$ cat config.mk
export PLATFORM = sky130hd
export DESIGN_NAME = speq_cell
export DESIGN_NICKNAME = d
export VERILOG_FILES = /design/src/speq_pkg.sv /design/src/speq_cell.sv
export SDC_FILE = /design/constraint.sdc
export NUM_CORES = 1
export LEC_CHECK = 0
export BUFFER_PORTS_ARGS = -buffer_cell sky130_fd_sc_hd__buf_2
export CAP_MARGIN = 20
export CORE_MARGIN = 5
export CORE_UTILIZATION = 34
export CTS_BUF_LIST = sky130_fd_sc_hd__clkbuf_4 sky130_fd_sc_hd__clkbuf_8
export DETAILED_ROUTE_END_ITERATION = 16
export GPL_TIMING_DRIVEN = 0
export MAX_ROUTING_LAYER = met4
export PLACE_DENSITY = 0.73
export SETUP_SLACK_MARGIN = 0.02
export SYNTH_ARGS = -nofsm -noshare
export SYNTH_HDL_FRONTEND = slang
export SYNTH_SLANG_ARGS = --single-unit
$ cat constraint.sdc
create_clock -name clk -period 2.7 [get_ports clk]
set_input_delay 0.27 -clock clk [delete_from_list [all_inputs] [get_ports clk]]
set_output_delay 0.27 -clock clk [all_outputs]
set_load 0.05 [all_outputs]
$ cat src/speq_pkg.sv
// ----------------------------------------------------------------------------
// speq_pkg: shared types and codes of the sorted edge priority queue
// Edge record, command codes, result status codes and stream field widths.
// ----------------------------------------------------------------------------
package speq_pkg;

	localparam int unsigned VertexW = 10;
	localparam int unsigned WeightW = 16;
	localparam int unsigned CountW  = 7;
	localparam int unsigned InDataW  = 40;
	localparam int unsigned OutDataW = 48;

	typedef enum logic {
		CMD_INSERT = 1'b0,
		CMD_REMOVE = 1'b1
	} cmd_t;

	typedef enum logic [1:0] {
		ST_INSERTED = 2'd0,
		ST_REMOVED  = 2'd1,
		ST_EMPTY    = 2'd2,
		ST_DROPPED  = 2'd3
	} status_t;

	typedef struct packed {
		logic signed [WeightW-1:0] weight;
		logic [VertexW-1:0]        second_vertex;
		logic [VertexW-1:0]        first_vertex;
	} edge_t;

	// broadcast to every cell of the chain
	typedef struct packed {
		logic  ins_en;
		logic  rem_en;
		edge_t new_edge;
	} cell_ctrl_t;

endpackage

$ cat src/speq_cell.sv
// ----------------------------------------------------------------------------
// speq_cell: one slot of the sorted chain
// Holds one edge; on insert it keeps, takes the new edge or takes its left
// neighbor's edge; on remove it takes its right neighbor's edge.
// ----------------------------------------------------------------------------
module speq_cell (
	input  logic                clk,
	input  logic                slot_valid,
	input  speq_pkg::cell_ctrl_t ctrl,
	input  logic                left_less,
	input  speq_pkg::edge_t     left_edge,
	input  speq_pkg::edge_t     right_edge,
	output logic                less,
	output speq_pkg::edge_t     edge_q
);

	// this slot stays ahead of the new edge only when strictly lighter
	assign less = slot_valid && (edge_q.weight < ctrl.new_edge.weight);

	always_ff @(posedge clk) begin
		if (ctrl.ins_en) begin
			if (!less) begin
				edge_q <= left_less ? ctrl.new_edge : left_edge;
			end
		end else if (ctrl.rem_en) begin
			edge_q <= right_edge;
		end
	end

endmodule

## Yosys cells after proc, flatten, opt, wreduce, memory -nomap -nowiden

Index checks and enable logic that the tools add are counted.

| operators by class | value |
|---|---|
| add/sub/neg operators | 0 |
| $mul | 0 |
| div/mod/pow operators | 0 |
| order comparisons | 1 |
| equality and inequality tests | 1 |
| shift-type cells | 0 |
| mux-type cells | 4 |
| bitwise operators | 0 |
| reduce and logical (&&, ||, !) cells | 3 |

Operators with widths:

| cell | count |
|---|---|
| $mux 36 | 4 |
| $lt 16x16->1 | 1 |
| $ne 2x2->1 const B | 1 |
| $reduce_and 2->1 | 1 |
| $reduce_bool 2->1 | 1 |
| $logic_and 1x1->1 | 1 |

| storage, ports and cells | value |
|---|---|
| flip-flop bits (word level) | 36 |
| bits in latches | 0 |
| RAM bits | 0 |
| bits in read-only memories | 0 |
| output and inout bits | 37 |
| logic and storage cells | 12 |
| memories | 0 |

## Depth between registers and ports, before layout

| depth | value |
|---|---|
| depth after elaboration | 4 |
| gate-level depth with buffers | 7 |

## Worst setup path before layout

OpenSTA, ideal clock, no wires.

| path | value |
|---|---|
| path type | register to output |
| start | register edge_q[35] in the netlist's numbering |
| end | output less |
| arrival | 2,398 ps |
| path slack | 32 ps |
| stages on the path, launching flop included | 7 |
| path buffers | 0 |
| path through | edfxtp_1 ha_1 nand4_1 nor3_1 nand3b_1 nand3_2 mux2i_1 |

| between the ends | value |
|---|---|
| longest elaborated chain between the ends | 2 |

RTL lines:

| element | line | RTL |
|---|---|---|
| from (decl) | speq_cell.sv:14 | `output speq_pkg::edge_t edge_q` |
| from (signal assigned) | speq_cell.sv:23 | `edge_q <= left_less ? ctrl.new_edge : left_edge;` |
| from (signal assigned) | speq_cell.sv:26 | `edge_q <= right_edge;` |
| $lt 16x16->1 | speq_cell.sv:18 | `assign less = slot_valid && (edge_q.weight < ctrl.new_edge.weight);` |
| $logic_and 1x1->1 | speq_cell.sv:18 |  |
| to (decl) | speq_cell.sv:13 | `output logic less,` |

Every way passes these cells.

## Final worst setup path

Same ends and word-level chain as after synthesis.

==> report_table.html <==
<table>
<tr><th>Metric</th><th>Value</th></tr>
<tr><th colspan="2">Floorplan</th></tr>
<tr><td>Height of the die</td><td>91.5 um</td></tr>
<tr><td>X dimension of the die</td><td>91.5 um</td></tr>
<tr><td>Total die area</td><td>8360 sq um</td></tr>
<tr><td>Core area</td><td>6390 sq um</td></tr>
<tr><td>Number of top-level pins</td><td>150</td></tr>
<tr><td>Placement row count</td><td>29</td></tr>
<tr><td>Initial Utilization</td><td>0.353</td></tr>
<tr><th colspan="2">Worst setup path</th></tr>
<tr><td>Depth of the most critical reg-to-reg path</td><td>6</td></tr>
<tr><td>CP endpoint kind</td><td>output pin</td></tr>
<tr><td>Kind of start point of the critical path</td><td>flop</td></tr>
<tr><td>Required time at the worst-slack endpoint</td><td>2.43 ns</td></tr>
<tr><td>Crit-path max FO</td><td>2</td></tr>
<tr><td>Category of the most critical setup path</td><td>reg -&gt; out</td></tr>
<tr><td>Critical Path AT</td><td>2.19 ns</td></tr>
<tr><th colspan="2">Drt</th></tr>
<tr><td>DRT antenna net count</td><td>0</td></tr>
<tr><td>Number of DRC violations after detailed routing</td><td>0</td></tr>
<tr><td>Final WL</td><td>6450 um</td></tr>
<tr><td>Count of TritonRoute iterations in the first routing pass</td><td>4</td></tr>
<tr><td>WL per Instance</td><td>14.3 um</td></tr>
<tr><td>Via-per-instance ratio</td><td>4.76</td></tr>
<tr><td>Via count</td><td>2148</td></tr>
<tr><td>Number of violations reported at the end of detailed-routing iteration 0</td><td>37</td></tr>
<tr><th colspan="2">Logic synthesis</th></tr>
<tr><td>Gate count after technology mapping</td><td>218</td></tr>
<tr><td>Sequential cell area fraction in the yosys report</td><td>0.479</td></tr>
<tr><td>Main combinational cell family by area after synthesis</td><td>multiplexers</td></tr>
<tr><td>Syn nets</td><td>346</td></tr>
<tr><td>Synth Area in Simple Gates</td><td>0.0993</td></tr>
<tr><td>Count of different cell masters after synthesis</td><td>23</td></tr>
<tr><td>Fraction of the mapped netlist area in compound gates</td><td>0.117</td></tr>
<tr><td>Avg Synthesized Cell Area</td><td>10.3 sq um</td></tr>
<tr><td>Synth Area in Adders</td><td>0.0832</td></tr>
<tr><td>Xor/xnor share of the synthesized area</td><td>0</td></tr>
<tr><td>Ys Warns</td><td>0</td></tr>
<tr><td>Multiplexer share of the synthesized area</td><td>0.171</td></tr>
<tr><td>Flop and latch count out of synthesis</td><td>36</td></tr>
<tr><td>Mapped Area</td><td>2260 sq um</td></tr>
<tr><th colspan="2">STA</th></tr>
<tr><td>Worst Hold Slack</td><td>0.298 ns</td></tr>
<tr><td>Slew Viols, Final</td><td>0</td></tr>
<tr><td>Setup violations, final</td><td>0</td></tr>
<tr><td>Setup skew after layout</td><td>0.0106 ns</td></tr>
<tr><td>Tcrit/Tclk final</td><td>0.911</td></tr>
<tr><td>Number of failing hold endpoints at the final stage</td><td>0</td></tr>
<tr><td>Final sum of negative setup slack</td><td>0 ns</td></tr>
<tr><td>Highest attainable clock frequency</td><td>0.406 GHz</td></tr>
<tr><td>Slew at the pin closest to its max-slew limit</td><td>0.515 ns</td></tr>
<tr><td>Worst slew slack as a fraction of its limit</td><td>0.657</td></tr>
<tr><td>Min cycle time layout</td><td>2.46 ns</td></tr>
<tr><td>RSZ-0062 raised after global routing</td><td>false</td></tr>
<tr><th colspan="2">Placement</th></tr>
<tr><td>DPL Wire Length</td><td>5280 um</td></tr>
<tr><td>Final Wtd Congestion</td><td>0.795</td></tr>
<tr><td>Port buffer count</td><td>148</td></tr>
<tr><th colspan="2">Clock tree</th></tr>
<tr><td>Postcts setup bufs</td><td>0</td></tr>
<tr><td>Clock-pin slew on the worst setup and hold paths</td><td>0.08 ns</td></tr>
<tr><td>Clock tree from TritonCTS</td><td>yes</td></tr>
<tr><td>Root Buffer</td><td>clkbuf_8</td></tr>
<tr><td>CTS H-Tree Depth</td><td>2</td></tr>
<tr><td>Total number of clock tree sinks</td><td>36</td></tr>
<tr><td>Buffer depth of the longest clock path</td><td>2</td></tr>
<tr><td>Gates resized, CTS repair</td><td>0</td></tr>
<tr><td>Number of hold buffers added after cts</td><td>0</td></tr>
<tr><td>Worst-skew pair later-pin latency</td><td>0.29 ns</td></tr>
<tr><td>CTS Buf Count</td><td>5</td></tr>
<tr><th colspan="2">Power and ir drop</th></tr>
<tr><td>Power per cell area</td><td>565 nW/um^2</td></tr>
<tr><td>Leakage</td><td>1.61 nW</td></tr>
<tr><td>Max IR drop VDD</td><td>0.000265 V</td></tr>
<tr><th colspan="2">Cells and area</th></tr>
<tr><td>Biggest regs</td><td>edge_q: 36 flops</td></tr>
<tr><td>Most used cells in the layout excluding fill and tap cells</td><td>152 x buf_2, 39 x a21oi_1, 37 x mux2i_1, 37 x nor2_1, 36 x edfxtp_1</td></tr>
<tr><td>Fraction of layout cells with a size suffix above 1</td><td>0.436</td></tr>
<tr><td>Number of diodes added for antenna fixing</td><td>0</td></tr>
<tr><td>Area delta synth-&gt;final</td><td>41.0%</td></tr>
<tr><td>Count of nets after finishing</td><td>501</td></tr>
<tr><td>Util after Layout</td><td>0.498</td></tr>
<tr><td>Most common library cell in the layout ignoring fill and taps</td><td>buf_2</td></tr>
<tr><td>Largest register FFs</td><td>36</td></tr>
<tr><td>Number of fill cells in the layout</td><td>626</td></tr>
<tr><td>Biggest register</td><td>edge_q</td></tr>
<tr><th colspan="2">Global route</th></tr>
<tr><td>Pin count of the biggest net entering global routing</td><td>37</td></tr>
<tr><td>Number of antenna violations at the first check in global routing</td><td>0</td></tr>
<tr><td>Global-route wire length before repair</td><td>10400 um</td></tr>
<tr><td>Via count of the first global-routing pass</td><td>2251</td></tr>
<tr><td>Total global-route track usage</td><td>0.157</td></tr>
<tr><td>Residual overflow from global routing</td><td>0</td></tr>
<tr><th colspan="2">Run status</th></tr>
<tr><td>Run status</td><td>finished, final reports clean</td></tr>
<tr><th colspan="2">Min path</th></tr>
<tr><td>Worst hold stages</td><td>3</td></tr>
<tr><td>Worst min-delay path category</td><td>in -&gt; reg</td></tr>
<tr><th colspan="2">Job</th></tr>
<tr><td>Max-cap check violation count</td><td>0</td></tr>
</table>
-- per-stage QoR --
stage / total power [W] / setup slack, ns / instance area (sq um) / instances
after floorplan: 0.00122 / 0.0319 / 2260 / 218
after global placement: 0.00142 / 0.436 / 3090 / 443
after detailed placement: 0.00144 / 0.410 / 3090 / 443
after CTS: 0.00182 / 0.237 / 3180 / 451
after global routing: 0.00190 / 0.112 / 3180 / 451
final: 0.00180 / 0.239 / 3180 / 451
-- worst max-delay path, stage by stage (launching register included) --
cell and delay (ns):
edfxtp_1 0.40, ha_1 0.32, nand4_1 0.15, nor3_1 0.30
nand3b_1 0.13, nand3_2 0.12, mux2i_1 0.20, buf_2 0.29
-- cells by family (layout without fill, tap and decap cells) --
family                     after synthesis  after routing
AOI/OAI and AO/OA                       47             47
adders and majority gates               15             15
buffers and inverters                   29            185
DFF                                     36             36
muxes                                   38             38
and+or+nand+nor                         53             53
-- metal layers --
metal  GRT usage  up-vias  share of wire
met5           -        -              0
met4      0.0293        0         0.0036
met3      0.0521        2          0.090
met2       0.277       82           0.53
met1       0.173      971           0.38
li1            -     1093              -
-- Yosys cell counts --
| cell type | count | area (sq um) |
|---|---|---|
| a21oi_1 | 39 | 195 |
| mux2i_1 | 37 | 370 |
| nor2_1 | 37 | 139 |
| edfxtp_1 | 36 | 1080 |
| inv_1 | 17 | 63.8 |
| ha_1 | 15 | 188 |
| clkbuf_1 | 5 | 18.8 |
| nand2_1 | 5 | 18.8 |
| buf_2 | 4 | 20.0 |
| buf_1 | 3 | 11.3 |
| nand3_1 | 3 | 15.0 |
| nor3_1 | 3 | 15.0 |
| a31oi_1 | 2 | 12.5 |
| nand4_1 | 2 | 12.5 |
| o21ai_0 | 2 | 10.0 |
| a2111oi_2 | 1 | 15.0 |
| a211oi_1 | 1 | 7.51 |
| a21o_1 | 1 | 7.51 |
| a21oi_4 | 1 | 16.3 |
| mux2_4 | 1 | 15.0 |
| nand2b_1 | 1 | 6.26 |
| nand3_2 | 1 | 10.0 |
| nand3b_1 | 1 | 7.51 |
-- worst paths after layout --
check	start	end	slack, ns
min	right_edge[2]	edge_q[2]	0.30
min reg2reg	edge_q[35]	edge_q[12]	1.42
max reg2reg	edge_q[35]	edge_q[27]	0.43
max	edge_q[35]	less	0.24
-- area by class of cell --
class | instances | area [sq um] | share of cell area
Clock buffer | 6 | 76.3 | 0.0240
Timing Repair Buffer | 148 | 741 | 0.233
Sequential cell | 36 | 1080 | 0.340
Clock inverter | 2 | 11.3 | 0.00354
Multi-Input combinational cell | 153 | 1060 | 0.334
Buffer | 12 | 50.0 | 0.0157
Tap cell | 77 | 96.3 | 0.0303
Inverter | 17 | 63.8 | 0.0201
-- where the power goes --
part	switching (W)	internal [W]	total, W
Sequential	0.0000260	0.000716	0.000742
Clock	0.000193	0.000189	0.000382
Combinational	0.000471	0.000203	0.000674
(Power assumes the default switching activity.)
